### config.mk
export PLATFORM = sky130hd
export DESIGN_NAME = prefixed_line_frame_extractor
export DESIGN_NICKNAME = d
export VERILOG_FILES = /design/src/design/plfe_pkg.sv /design/src/design/prefixed_line_frame_extractor.sv /design/src/design/plfe_line_ram.sv /design/src/design/plfe_ctrl.sv
export SDC_FILE = /design/constraint.sdc
export NUM_CORES = 1
export LEC_CHECK = 0
export ABC_AREA = 1
export BUFFER_PORTS_ARGS = -buffer_cell sky130_fd_sc_hd__buf_2
export CAP_MARGIN = 20
export CORE_ASPECT_RATIO = 1.4
export CORE_MARGIN = 3
export CORE_UTILIZATION = 62
export DETAILED_ROUTE_END_ITERATION = 12
export MAX_ROUTING_LAYER = met4
export PLACE_DENSITY = 0.79
export SKIP_LAST_GASP = 1
export SYNTH_ARGS = -nofsm -noshare
export SYNTH_HDL_FRONTEND = slang
export SYNTH_SLANG_ARGS = --single-unit
### constraint.sdc
create_clock -name aclk -period 5.85 [get_ports aclk]
set_input_delay 0.585 -clock aclk [delete_from_list [all_inputs] [get_ports aclk]]
set_output_delay 0.585 -clock aclk [all_outputs]
set_load 0.1 [all_outputs]
### src/design/plfe_pkg.sv
// Shared types and constants of the prefixed line frame extractor.
// Used by plfe_line_ram, plfe_ctrl and prefixed_line_frame_extractor.
package plfe_pkg;

    // Line store geometry
    localparam int unsigned LINE_MAX   = 64;
    localparam int unsigned ADDR_W     = $clog2(LINE_MAX);
    localparam int unsigned LEN_W      = $clog2(LINE_MAX + 1);

    // Register widths
    localparam int unsigned PREFIX_MAX = 8;
    localparam int unsigned MATCH_W    = 4;
    localparam int unsigned PLEN_W     = 4;
    localparam int unsigned SYNC_W     = 8;
    localparam int unsigned CFG_W      = 64;
    localparam int unsigned CFG_IDX_W  = 2;

    // Line characters
    localparam logic [7:0] CHAR_LF = 8'h0A;
    localparam logic [7:0] CHAR_CR = 8'h0D;

    // Configuration register indexes
    typedef enum logic [CFG_IDX_W-1:0] {
        CFG_PREFIX_BYTES  = 2'd0,
        CFG_PREFIX_LENGTH = 2'd1,
        CFG_SYNC_LENGTH   = 2'd2
    } cfg_idx_t;

    // Result event codes
    typedef enum logic [1:0] {
        KIND_FRAME    = 2'd0,
        KIND_OVERLONG = 2'd1,
        KIND_SYNC     = 2'd2
    } kind_t;

    typedef struct packed {
        logic [CFG_W-1:0]  prefix_bytes;
        logic [PLEN_W-1:0] prefix_length;
        logic [SYNC_W-1:0] sync_length;
    } cfg_t;

    typedef struct packed {
        logic              en;
        logic [ADDR_W-1:0] addr;
        logic [7:0]        data;
    } mem_wr_t;

    typedef struct packed {
        kind_t      kind;
        logic [7:0] payload_byte;
        logic       payload_valid;
        logic       last;
    } beat_t;

endpackage

### src/design/prefixed_line_frame_extractor.sv
// Top level of the prefixed line frame extractor: configuration registers,
// the line store RAM and the sequencer. Depends on plfe_pkg, plfe_line_ram, plfe_ctrl.
//
// One byte beat is taken while the block is idle. A zero byte is decided and then
// goes back to idle, or to the event step for the sync beat if it completes a sync
// run. Any other byte is decided and parsed, after one replay step per held-back
// zero of a short run; each replayed zero is parsed and may be written through the
// single write port of the line store. A newline that closes a frame passes the CR
// check, then its payload beats are read one per cycle (with m_tready high) from the
// line store. An empty frame goes to the event step, after the CR check when a lone
// carriage return is dropped; an overlong frame goes straight there. Empty, overlong
// and sync events are one beat each. A finished beat waits in the output register
// while the next input beat is taken. A low m_tready holds the block once a second
// beat is ready. m_tlast marks the final result beat of an input byte. m_tuser carries
// the event kind (0 frame payload, 1 overlong frame, 2 sync) and the payload-valid flag.
module prefixed_line_frame_extractor (
    input  logic                             aclk,
    input  logic                             aresetn,
    // Configuration write port
    input  logic                             cfg_we,
    input  logic [plfe_pkg::CFG_IDX_W-1:0]   cfg_addr,
    input  logic [plfe_pkg::CFG_W-1:0]       cfg_wdata,
    // Input bytes
    input  logic                             s_tvalid,
    output logic                             s_tready,
    input  logic [7:0]                       s_tdata,   // [7:0] byte_value
    // Results
    output logic                             m_tvalid,
    input  logic                             m_tready,
    output logic [7:0]                       m_tdata,   // [7:0] payload_byte
    output logic [2:0]                       m_tuser,   // [1:0] event_kind, [2] payload_valid
    output logic                             m_tlast
);

    plfe_pkg::cfg_t                      cfg_reg, cfg_next;
    plfe_pkg::beat_t                     beat;
    plfe_pkg::mem_wr_t                   mem_wr;
    logic [plfe_pkg::ADDR_W-1:0]         mem_raddr;
    logic [7:0]                          mem_rdata;

    // Decode configuration writes
    always_comb begin
        cfg_next = cfg_reg;
        if (cfg_we) begin
            unique case (cfg_addr)
                plfe_pkg::CFG_PREFIX_BYTES: begin
                    cfg_next.prefix_bytes = cfg_wdata;
                end
                plfe_pkg::CFG_PREFIX_LENGTH: begin
                    cfg_next.prefix_length = cfg_wdata[plfe_pkg::PLEN_W-1:0];
                end
                plfe_pkg::CFG_SYNC_LENGTH: begin
                    cfg_next.sync_length = cfg_wdata[plfe_pkg::SYNC_W-1:0];
                end
                default: begin
                end
            endcase
        end
    end

    always_ff @(posedge aclk) begin
        if (!aresetn) begin
            cfg_reg.prefix_bytes  <= '0;
            cfg_reg.prefix_length <= plfe_pkg::PLEN_W'(1);
            cfg_reg.sync_length   <= plfe_pkg::SYNC_W'(4);
        end else begin
            cfg_reg <= cfg_next;
        end
    end

    plfe_line_ram u_ram (
        .aclk  (aclk),
        .wr    (mem_wr),
        .raddr (mem_raddr),
        .rdata (mem_rdata)
    );

    plfe_ctrl u_ctrl (
        .aclk      (aclk),
        .aresetn   (aresetn),
        .cfg       (cfg_reg),
        .in_valid  (s_tvalid),
        .in_ready  (s_tready),
        .in_byte   (s_tdata),
        .out_valid (m_tvalid),
        .out_ready (m_tready),
        .out_beat  (beat),
        .mem_wr    (mem_wr),
        .mem_raddr (mem_raddr),
        .mem_rdata (mem_rdata)
    );

    // Pack the result beat
    assign m_tdata = beat.payload_byte;
    assign m_tuser = {beat.payload_valid, beat.kind};
    assign m_tlast = beat.last;

endmodule

### src/design/plfe_line_ram.sv
// Line store: one write port, one read port with registered read data.
// Depends on plfe_pkg for geometry and the write request struct.
module plfe_line_ram (
    input  logic                          aclk,
    input  plfe_pkg::mem_wr_t             wr,
    input  logic [plfe_pkg::ADDR_W-1:0]   raddr,
    output logic [7:0]                    rdata
);

    logic [7:0] line_mem [plfe_pkg::LINE_MAX];
    logic [7:0] rd_data_reg;

    // Write on request, read every cycle
    always_ff @(posedge aclk) begin
        if (wr.en) begin
            line_mem[wr.addr] <= wr.data;
        end
        rd_data_reg <= line_mem[raddr];
    end

    assign rdata = rd_data_reg;

endmodule

### src/design/plfe_ctrl.sv
// Sequencer of the extractor: zero-run sync, prefix matching, line storage
// through the line RAM, and payload and event readout into the output register.
// Depends on plfe_pkg.
module plfe_ctrl (
    input  logic                          aclk,
    input  logic                          aresetn,
    input  plfe_pkg::cfg_t                cfg,
    input  logic                          in_valid,
    output logic                          in_ready,
    input  logic [7:0]                    in_byte,
    output logic                          out_valid,
    input  logic                          out_ready,
    output plfe_pkg::beat_t               out_beat,
    output plfe_pkg::mem_wr_t             mem_wr,
    output logic [plfe_pkg::ADDR_W-1:0]   mem_raddr,
    input  logic [7:0]                    mem_rdata
);

    localparam int unsigned LEN_W   = plfe_pkg::LEN_W;
    localparam int unsigned MATCH_W = plfe_pkg::MATCH_W;
    localparam int unsigned ADDR_W  = plfe_pkg::ADDR_W;

    typedef enum logic [6:0] {
        ST_IDLE   = 7'b0000001,
        ST_DECIDE = 7'b0000010,
        ST_REPLAY = 7'b0000100,
        ST_PARSE  = 7'b0001000,
        ST_CRCHK  = 7'b0010000,
        ST_EMIT   = 7'b0100000,
        ST_EVENT  = 7'b1000000
    } state_t;

    typedef enum logic [3:0] {
        PH_SEEK    = 4'b0001,
        PH_COLLECT = 4'b0010,
        PH_IGNORE  = 4'b0100,
        PH_DISCARD = 4'b1000
    } phase_t;

    state_t                          state_reg,    state_next;
    phase_t                          phase_reg,    phase_next;
    logic [7:0]                      byte_reg,     byte_next;
    logic [plfe_pkg::SYNC_W-1:0]     zero_run_reg, zero_run_next;
    logic [MATCH_W-1:0]              matched_reg,  matched_next;
    logic [LEN_W-1:0]                length_reg,   length_next;
    logic [LEN_W-1:0]                idx_reg,      idx_next;
    logic [LEN_W-1:0]                end_reg,      end_next;
    plfe_pkg::kind_t                 ev_kind_reg,  ev_kind_next;
    logic                            out_valid_reg, out_valid_next;
    plfe_pkg::beat_t                 out_beat_reg;

    logic                            out_free;
    logic                            push;
    plfe_pkg::beat_t                 push_beat;

    // Parse step of one byte (replayed zero or the received byte)
    logic [7:0]                      pbyte;
    logic [7:0]                      want;
    logic [MATCH_W-1:0]              in_use;
    phase_t                          ph_step;
    logic [MATCH_W-1:0]              matched_step;
    logic [LEN_W-1:0]                length_step;
    plfe_pkg::mem_wr_t               wr_step;

    // Newline and trailing CR bookkeeping
    logic [LEN_W-1:0]                start_w;
    logic [LEN_W-1:0]                end_w;
    logic [LEN_W-1:0]                end_eff;
    logic [LEN_W-1:0]                idx_inc;

    assign out_free  = !out_valid_reg || out_ready;
    assign in_ready  = (state_reg == ST_IDLE);
    assign out_valid = out_valid_reg;
    assign out_beat  = out_beat_reg;

    // Clamp the prefix length into 1..8
    always_comb begin
        if (cfg.prefix_length == '0) begin
            in_use = MATCH_W'(1);
        end else if (cfg.prefix_length > MATCH_W'(plfe_pkg::PREFIX_MAX)) begin
            in_use = MATCH_W'(plfe_pkg::PREFIX_MAX);
        end else begin
            in_use = cfg.prefix_length;
        end
    end

    assign pbyte = (state_reg == ST_REPLAY) ? 8'h00 : byte_reg;
    assign want  = cfg.prefix_bytes[{matched_reg[2:0], 3'b000} +: 8];

    // Advance the line parser by one non-newline byte
    always_comb begin
        ph_step      = phase_reg;
        matched_step = matched_reg;
        length_step  = length_reg;
        wr_step.en   = 1'b0;
        wr_step.addr = length_reg[ADDR_W-1:0];
        wr_step.data = pbyte;
        unique case (phase_reg)
            PH_SEEK: begin
                if (pbyte != want) begin
                    ph_step = PH_IGNORE;
                end else begin
                    wr_step.en   = 1'b1;
                    length_step  = length_reg + LEN_W'(1);
                    matched_step = matched_reg + MATCH_W'(1);
                    if (matched_step >= in_use) begin
                        ph_step = PH_COLLECT;
                    end
                end
            end
            PH_COLLECT: begin
                if (length_reg < LEN_W'(plfe_pkg::LINE_MAX)) begin
                    wr_step.en  = 1'b1;
                    length_step = length_reg + LEN_W'(1);
                end else begin
                    ph_step = PH_DISCARD;
                end
            end
            PH_IGNORE: begin
            end
            PH_DISCARD: begin
            end
            default: begin
                ph_step = PH_SEEK;
            end
        endcase
    end

    assign start_w = LEN_W'(matched_reg);
    assign end_w   = (length_reg < start_w) ? start_w : length_reg;
    assign end_eff = (mem_rdata == plfe_pkg::CHAR_CR) ? (end_reg - LEN_W'(1)) : end_reg;
    assign idx_inc = idx_reg + LEN_W'(1);

    // Sequence one received byte
    always_comb begin
        state_next     = state_reg;
        phase_next     = phase_reg;
        byte_next      = byte_reg;
        zero_run_next  = zero_run_reg;
        matched_next   = matched_reg;
        length_next    = length_reg;
        idx_next       = idx_reg;
        end_next       = end_reg;
        ev_kind_next   = ev_kind_reg;
        mem_wr.en      = 1'b0;
        mem_wr.addr    = wr_step.addr;
        mem_wr.data    = wr_step.data;
        mem_raddr      = idx_reg[ADDR_W-1:0];
        push           = 1'b0;
        push_beat.kind          = plfe_pkg::KIND_FRAME;
        push_beat.payload_byte  = 8'h00;
        push_beat.payload_valid = 1'b0;
        push_beat.last          = 1'b1;
        unique case (state_reg)
            ST_IDLE: begin
                if (in_valid) begin
                    byte_next  = in_byte;
                    state_next = ST_DECIDE;
                end
            end
            ST_DECIDE: begin
                if (byte_reg == 8'h00) begin
                    state_next = ST_IDLE;
                    if (zero_run_reg < cfg.sync_length) begin
                        zero_run_next = zero_run_reg + 8'd1;
                        if ((zero_run_reg + 8'd1) == cfg.sync_length) begin
                            phase_next   = PH_SEEK;
                            matched_next = '0;
                            length_next  = '0;
                            ev_kind_next = plfe_pkg::KIND_SYNC;
                            state_next   = ST_EVENT;
                        end
                    end
                end else if ((zero_run_reg < cfg.sync_length) && (zero_run_reg != '0)) begin
                    state_next = ST_REPLAY;
                end else begin
                    zero_run_next = '0;
                    state_next    = ST_PARSE;
                end
            end
            ST_REPLAY: begin
                // Feed one held-back zero per cycle; the run counter counts down
                phase_next    = ph_step;
                matched_next  = matched_step;
                length_next   = length_step;
                mem_wr        = wr_step;
                zero_run_next = zero_run_reg - 8'd1;
                if (zero_run_reg == 8'd1) begin
                    state_next = ST_PARSE;
                end
            end
            ST_PARSE: begin
                if (byte_reg == plfe_pkg::CHAR_LF) begin
                    phase_next   = PH_SEEK;
                    matched_next = '0;
                    length_next  = '0;
                    state_next   = ST_IDLE;
                    if (phase_reg == PH_COLLECT) begin
                        if (end_w == start_w) begin
                            ev_kind_next = plfe_pkg::KIND_FRAME;
                            state_next   = ST_EVENT;
                        end else begin
                            // Fetch the final stored byte to test for CR
                            idx_next   = start_w;
                            end_next   = end_w;
                            mem_raddr  = end_w[ADDR_W-1:0] - ADDR_W'(1);
                            state_next = ST_CRCHK;
                        end
                    end else if (phase_reg == PH_DISCARD) begin
                        ev_kind_next = plfe_pkg::KIND_OVERLONG;
                        state_next   = ST_EVENT;
                    end
                end else begin
                    phase_next   = ph_step;
                    matched_next = matched_step;
                    length_next  = length_step;
                    mem_wr       = wr_step;
                    state_next   = ST_IDLE;
                end
            end
            ST_CRCHK: begin
                // Drop one trailing CR and start reading the payload
                end_next  = end_eff;
                mem_raddr = idx_reg[ADDR_W-1:0];
                if (end_eff == idx_reg) begin
                    ev_kind_next = plfe_pkg::KIND_FRAME;
                    state_next   = ST_EVENT;
                end else begin
                    state_next = ST_EMIT;
                end
            end
            ST_EMIT: begin
                // Hold the read address while stalled, else prefetch the next byte
                if (out_free) begin
                    push                    = 1'b1;
                    push_beat.kind          = plfe_pkg::KIND_FRAME;
                    push_beat.payload_byte  = mem_rdata;
                    push_beat.payload_valid = 1'b1;
                    push_beat.last          = (idx_inc == end_reg);
                    idx_next                = idx_inc;
                    mem_raddr               = idx_inc[ADDR_W-1:0];
                    if (idx_inc == end_reg) begin
                        state_next = ST_IDLE;
                    end
                end
            end
            ST_EVENT: begin
                if (out_free) begin
                    push           = 1'b1;
                    push_beat.kind = ev_kind_reg;
                    state_next     = ST_IDLE;
                end
            end
            default: begin
                state_next = ST_IDLE;
            end
        endcase
    end

    // Output register valid
    always_comb begin
        if (push) begin
            out_valid_next = 1'b1;
        end else if (out_ready) begin
            out_valid_next = 1'b0;
        end else begin
            out_valid_next = out_valid_reg;
        end
    end

    // Control state
    always_ff @(posedge aclk) begin
        if (!aresetn) begin
            state_reg     <= ST_IDLE;
            phase_reg     <= PH_SEEK;
            zero_run_reg  <= '0;
            matched_reg   <= '0;
            length_reg    <= '0;
            out_valid_reg <= 1'b0;
        end else begin
            state_reg     <= state_next;
            phase_reg     <= phase_next;
            zero_run_reg  <= zero_run_next;
            matched_reg   <= matched_next;
            length_reg    <= length_next;
            out_valid_reg <= out_valid_next;
        end
    end

    // Payload and bookkeeping
    always_ff @(posedge aclk) begin
        byte_reg    <= byte_next;
        idx_reg     <= idx_next;
        end_reg     <= end_next;
        ev_kind_reg <= ev_kind_next;
        if (push) begin
            out_beat_reg <= push_beat;
        end
    end

`ifndef SYNTH
    a_emit_in_range: assert property (@(posedge aclk) disable iff (!aresetn)
        (state_reg == ST_EMIT) |-> (idx_reg < end_reg))
        else $error("payload index ran past the frame end");

    a_length_bound: assert property (@(posedge aclk) disable iff (!aresetn)
        (length_reg <= LEN_W'(plfe_pkg::LINE_MAX)) && (LEN_W'(matched_reg) <= length_reg))
        else $error("line length out of bounds");

    a_write_only_parse: assert property (@(posedge aclk) disable iff (!aresetn)
        mem_wr.en |-> ((state_reg == ST_PARSE) || (state_reg == ST_REPLAY)))
        else $error("line store written outside a parse step");

    a_replay_nonzero: assert property (@(posedge aclk) disable iff (!aresetn)
        (state_reg == ST_REPLAY) |-> (zero_run_reg != '0))
        else $error("replay entered with an empty zero run");

    a_sync_clears: assert property (@(posedge aclk) disable iff (!aresetn)
        ((state_reg == ST_DECIDE) && (state_next == ST_EVENT)
            && (ev_kind_next == plfe_pkg::KIND_SYNC))
        |=> ((phase_reg == PH_SEEK) && (length_reg == '0)))
        else $error("sync event left the line open");
`endif

endmodule
-- Yosys cells after proc, flatten, opt, wreduce, memory -nomap -nowiden
Memory sizes are Yosys's and may differ from the RTL's. A register that Yosys moved wholly into a read port is not among the register bits.
Index checks and enable logic that the tools add are counted.
- flip-flop bits (word level): 143
- bits in writable memories: 512
- input bits: 79
- output and inout bits: 14
- logic and storage cells: 179
- memories: 1
- add/sub/neg operators: 7
- magnitude comparators: 5
- equal/unequal tests: 37
- shift operators: 1
- multiplexer cells: 85
- reduce and logical (&&, ||, !) cells: 26
- memories (memory ; words ; bits a word ; read ports ; clocked after memory_dff ; write ports ; line ; text):
    u_ram.line_mem ; 64 ; 8 ; 1 ; 1 ; 1 ; plfe_line_ram.sv:10 ; logic [7:0] line_mem [plfe_pkg::LINE_MAX];
- operators with widths (cell ; number):
    two-way mux 7 bit ; 28
    two-way mux 4 bit ; 16
    variable part select 64 x 7 -> 8 bit ; 1
    case mux 7 bit (7 select lines) ; 1
    case mux 7 bit (2 select lines) ; 3
    case mux 4 bit (3 select lines) ; 3
    two-way mux 8 bit ; 4
    case mux 15 bit (2 select lines) ; 1
    two-way mux 6 bit ; 4
    case mux 7 bit (3 select lines) ; 1
    two-way mux 2 bit ; 10
    inequality test 2 x 1 -> 1 bit (second input constant) ; 9
    equality test 8 x 4 -> 1 bit (second input constant) ; 2
    case mux 8 bit (2 select lines) ; 1
    two-way mux 15 bit ; 1
    adder 7 x 1 -> 7 bit (second input constant) ; 2
    equality test 7 bit ; 2
    case mux 6 bit (2 select lines) ; 1
    AND reduction 2 bit ; 5
    AND reduction 5 bit ; 2
    adder 8 x 1 -> 8 bit (second input constant) ; 1
    equality test 8 x 1 -> 1 bit (second input constant) ; 1
    equality test 8 bit ; 1
    logical NOT 8 bit ; 1
    other kinds (44) ; 60

-- Longest topological paths before layout
- depth in word-level cells: 9
- gate-level depth with buffers: 29
- gate-level depth less buffers: 24

-- By module
Synthesis repeated with hierarchy kept, for this count alone.
- cell total of the unflattened synthesis: 3259
- area, all modules: 31387.6 sq um
- modules (own cells, without submodules) (module ; instances ; cells an instance ; area an instance (sq um) ; seq. area each (sq um)):
    plfe_line_ram ; 1 ; 1819 ; 21299.2 ; 15534.9
    plfe_ctrl ; 1 ; 945 ; 6005.8 ; 1701.6
    prefixed_line_frame_extractor ; 1 ; 495 ; 4082.7 ; 1521.5

-- Worst setup path after synthesis
Ideal clock, no wire load.
- kind: register to register
- start: register u_ctrl.state_reg[4]
- end: register u_ctrl.byte_reg[0], enable pin
- library setup time: 0.373 ns
- data arrival time: 4.363 ns
- data required time: 5.477 ns
- slack: 1.114 ns
- stages on the path, launching flop included: 6
- buffers on the path: 0
- period minus slack after synthesis: 4.736 ns
- cells stage by stage: dfxtp_1 nor2_1 nand2_2 nor4_1 inv_1 nor2_1
- cells in the longest elaborated chain, start to end: 2
- RTL lines (item ; line ; text):
    from (decl) ; plfe_ctrl.sv:40 ; state_t state_reg, state_next;
    from (signal assigned) ; plfe_ctrl.sv:281 ; state_reg <= state_next;
    equality test 7 x 1 -> 1 bit ; -- ;
    via s_tready ; prefixed_line_frame_extractor.sv:25 ; output logic s_tready,
    AND reduction 2 bit (no line) ; -- ;
    to (signal assigned) ; plfe_ctrl.sv:292 ; byte_reg <= byte_next;
    to (decl) ; plfe_ctrl.sv:42 ; logic [7:0] byte_reg, byte_next;
The timed path passes the listed nets, and every way through them passes these cells.
A chain may end at the register's enable or synchronous reset.

-- Worst setup path in the final report
- start: register u_ctrl.matched_reg[2]
- end: register u_ram.rd_data_reg[2], in the netlist u_ram.rdata[2] (read register of u_ram.line_mem)
- cells in the longest elaborated chain, start to end: 7
- elaborated cells between the ends (all ways): 8
- those cells by class: add/sub (1); order compare (1); eq/ne (1); mux (5)
- RTL lines (item ; line ; text):
    from (decl) ; plfe_ctrl.sv:44 ; logic [MATCH_W-1:0] matched_reg, matched_next;
    from (signal assigned) ; plfe_ctrl.sv:284 ; matched_reg <= matched_next;
    less-than comparator 7 x 4 -> 1 bit ; plfe_ctrl.sv:130 ; assign end_w = (length_reg < start_w) ? start_w : length_reg;
    two-way mux 7 bit ; plfe_ctrl.sv:130 ;
    subtractor 6 x 1 -> 6 bit or equality test 7 x 4 -> 1 bit (tied branches) ; plfe_ctrl.sv:206, plfe_ctrl.sv:199 ;
    two-way mux 6 bit (*) ; plfe_ctrl.sv:199 ; if (end_w == start_w) begin
    two-way mux 6 bit (*) ; plfe_ctrl.sv:198 ; if (phase_reg == PH_COLLECT) begin
    two-way mux 6 bit (*) ; plfe_ctrl.sv:193 ; if (byte_reg == plfe_pkg::CHAR_LF) begin
    case mux 6 bit (2 select lines) (*) ; plfe_ctrl.sv:154 ; unique case (state_reg)
    to (decl) ; plfe_line_ram.sv:11 ; logic [7:0] rd_data_reg;
Every way passes the cells marked *; elsewhere a longest branch is shown, timed or not.

==> results.yml <==
power_and_ir_drop:
  power_density_over_cell_area_mw_per_mm2: 345
  worst_ir_drop_vdd_uv: 411
  p_seq_share_pct: 50.7
  clock_power_share_pct: 35.6
  p_leak_nw: 13.0
  netSwitchingPower_w: 0.00307
  cell_internal_pwr_w: 0.00833
  sw_frac_of_total_pct: 26.9
  power.combinational.fraction_pct: 13.7
sta:
  worst_slew_margin_rel_pct: 28.5
  total_count_of_hold_check_failures_in_the_final_report: 0
  timing.final.crit_share_pct: 84.5
  setup_ws_ns: 0.906
  fin_setup_tns_ns: 0
  min_period_ns: 4.94
  max_clock_freq_mhz: 202
  timing_worst_slew_pin_value_ns: 1.07
  unrepaired_setup_endpoints_after_global_routing: "false"
  report.final.setup_viol: 0
  fin_skew_ns: 0.0245
  timing.hold.ws_ns: 0.153
  slew_viol_final: 0
global_routing:
  global_route_wire_length_before_repair_um: 125000
  grt_start_max_net_pins: 102
  grt_pass1_vias: 22797
  grt_antenna_before_repair: 0
  grt_util_all_layers_pct: 32.6
  overflow: 0
synth:
  netlist.top_cell.by_area: "sky130_fd_sc_hd__edfxtp_1"
  avgSynthCellArea_um2: 9.63
  yosys_most_used_dff: "sky130_fd_sc_hd__edfxtp_1"
  synth_cells: 3137
  syn_nets: 3240
  yosys-top-cells-area: "sky130_fd_sc_hd__edfxtp_1 (55%), sky130_fd_sc_hd__nand2_1 (11%), sky130_fd_sc_hd__nand3_1 (8.9%)"
  ys_types: 51
  synth_area_mm2: 0.0302
  synth-edff-count: 548
  synth-seq-area-share_pct: 62.1
  synth_top_area_share_pct: 54.5
  yosys_register_bits: 663
  async_flop_share_pct: 0
  count_of_synthesis_stage_warnings_from_yosys: 0
floorplan:
  design.portCount: 93
  die_height_um: 267
  dieArea_mm2: 0.0514
  num_rows: 95
  design.core.area_mm2: 0.0480
  initial_core_util_pct: 62.9
  die-width_um: 193
critical_path:
  crit_path_cell_trace: "inv_1 -> ha_1 -> nand2_1 -> inv_1 -> nand2_1 -> nand2_1 -> nand2_1 -> nand2_2 -> o21ai_0 -> inv_1 -> ha_1 -> nand4_1 -> nand3_1 -> a21oi_4 -> buf_12 -> buf_12 -> nand2_1 -> nand3_1 -> nand3_1 -> nand3_1 -> nand3_1 -> nand2_1"
  reg2reg_from: "u_ctrl.matched_reg[2]"
  critPathMostFrequentCell: "sky130_fd_sc_hd__nand2_1"
  cpMaxStageDelayCell: "sky130_fd_sc_hd__a21oi_4"
  timing_worst_setup_path_type: "register to register"
  critPathLaunchType: "register"
  startpoint: "u_ctrl.matched_reg[2]"
  worstPathArrival_ns: 5.51
  critPathMaxStageDelay_ns: 0.68
  cp.required_ns: 6.41
  worst-path-max-fanout: 48
  cp-end-kind: "register"
  reg2reg_slack_ns: 0.91
layout:
  drive_gt1_share_pct: 8.74
  syn2layout_area_growth_pct: 9.32
  num-nets-final: 3249
  fin_util_pct: 68.7
  final_cell_mix: "sky130_fd_sc_hd__nand2_1 (910), sky130_fd_sc_hd__edfxtp_1 (548), sky130_fd_sc_hd__nand3_1 (539), sky130_fd_sc_hd__nor2_1 (292), sky130_fd_sc_hd__o21ai_0 (137)"
  final_common_cell: "sky130_fd_sc_hd__nand2_1"
  n_antenna_cell: 0
  number_of_flip_flops_under_the_largest_register_name: 512
placement:
  place.gp.congestion: 1.01
  place_hpwl_um: 51600
  number_of_buffers_inserted_by_port_buffering: 92
  pre_cts_slack_ns: 1.05
clock_tree:
  cts_hold_buf: 0
  cts.reportedPaths.clkPinSlew_ns: 0.07
  cts_root_buf: "sky130_fd_sc_hd__clkbuf_16"
  cts_setup_buffers: 0
  cts.path.max_buffers: 3
  numClockSinks: 663
  postCtsResizedCells: 0
  cts_tree: "done"
  numCtsBuffers: 61
  cts_htree_levels: 2
  worst_skew_pair.late_latency_ns: 0.62
drt:
  route.detailed.vias_per_inst: 6.04
  ant_nets: 0
  top_layer_used: "met4"
  wl_met1_um: 28900
  routed-via-count: 23106
  dr.first_iter.drc_count: 2494
  met3RoutedLength_um: 6060
  routed_wirelength_normalized_by_instance_count_um: 21.3
  drt_pass1_iterations: 9
  total_wirelength_um: 81500
  dr_wl_met2_um: 40800
  drc: 0
run_status:
  run_status: "finished clean"
min_path:
  min-delay-start: "s_tdata[6]"
  worst_hold_path_type: "input port to register"
job:
  max-cap-violations: 0
-- path summary, 6_finish.rpt --
kind / end / cells past startpoint
max: u_ram.rdata[2] / 22
min: u_ctrl.byte_reg[6] / 1
min reg2reg: u_ctrl.state_reg[5] / 2
max reg2reg: u_ram.rdata[2] / 22
-- per-stage QoR --
| stage | std cells | instance area [um2] | power (W) |
|---|---|---|---|
| floorplan | 3137 | 30200 | 0.00673 |
| global placement | 3712 | 30900 | 0.00738 |
| detailed placement | 3713 | 31000 | 0.00742 |
| CTS | 3824 | 33000 | 0.0114 |
| global route | 3824 | 33000 | 0.0117 |
| finish | 3824 | 33000 | 0.0114 |
-- power by group through the flow --
| stage | Sequential (W) | Clock, W | Combinational (W) |
|---|---|---|---|
| 3_3_place_gp | 0.00587 | 0 | 0.00151 |
| 3_5_place_dp | 0.00587 | 0 | 0.00155 |
| 4_1_cts | 0.00577 | 0.00408 | 0.00155 |
| 6_report | 0.00578 | 0.00406 | 0.00156 |
| 5_1_grt | 0.00578 | 0.00426 | 0.00168 |
| 2_1_floorplan | 0.00587 | 0 | 0.000865 |
-- logic make-up after synthesis --
group,share of synthesized area [%]
adders and majority gates,0.995
DFF,62.1
AOI/OAI and AO/OA,4.96
buffers and inverters,4.75
muxes,0.0332
xor gates and xnor gates,1.36
and+or+nand+nor,25.8
-- routing by layer --
layer / vias up / GRT usage, %
li1: 10737 / -
met4: 0 / 19.8
met3: 295 / 3.60
met2: 1228 / 54.4
met1: 10846 / 38.1
met5: - / -
-- worst max-delay path: cells and delay by family, from the launching register on --
kind | cells | cell delay [ns]
and+or+nand+nor | 13 | 1.41
buffers and inverters | 5 | 1.07
AOI/OAI and AO/OA | 2 | 1.03
adders and majority gates | 2 | 0.67
DFF | 1 | 0.65
-- final cells by class --
cell class	instances	area (um2)
Clock inverter	38	463
Clock buffer	73	1580
Multi-Input combinational cell	2165	10100
Inverter	127	477
Tap cell	630	788
Sequential cell	663	18800
Fill cell	3622	15000
Timing Repair Buffer	128	813
-- synthesized netlist by cell type, types with 2 or more instances --
library cell	n
sky130_fd_sc_hd__a211oi_1	3
sky130_fd_sc_hd__a21oi_1	72
sky130_fd_sc_hd__a221oi_1	3
sky130_fd_sc_hd__a22oi_1	9
sky130_fd_sc_hd__a31oi_1	4
sky130_fd_sc_hd__buf_1	2
sky130_fd_sc_hd__buf_2	101
sky130_fd_sc_hd__buf_4	35
sky130_fd_sc_hd__buf_6	2
sky130_fd_sc_hd__clkbuf_1	40
sky130_fd_sc_hd__clkbuf_2	2
sky130_fd_sc_hd__dfxtp_1	115
sky130_fd_sc_hd__edfxtp_1	548
sky130_fd_sc_hd__ha_1	24
sky130_fd_sc_hd__inv_1	115
sky130_fd_sc_hd__inv_2	11
sky130_fd_sc_hd__nand2_1	911
sky130_fd_sc_hd__nand2_2	10
sky130_fd_sc_hd__nand3_1	539
sky130_fd_sc_hd__nand3_2	7
sky130_fd_sc_hd__nand4_1	15
sky130_fd_sc_hd__nor2_1	300
sky130_fd_sc_hd__nor2_2	4
sky130_fd_sc_hd__nor3_1	21
sky130_fd_sc_hd__nor4_1	7
sky130_fd_sc_hd__nor4_4	2
sky130_fd_sc_hd__o211ai_1	13
sky130_fd_sc_hd__o21a_1	4
sky130_fd_sc_hd__o21ai_0	137
sky130_fd_sc_hd__o21ai_1	5
sky130_fd_sc_hd__o21ai_2	5
sky130_fd_sc_hd__o22ai_1	4
sky130_fd_sc_hd__o31ai_1	3
sky130_fd_sc_hd__or2_2	2
sky130_fd_sc_hd__xnor2_1	12
sky130_fd_sc_hd__xor2_1	35
Note: power is estimated with default switching activity, not from simulation.
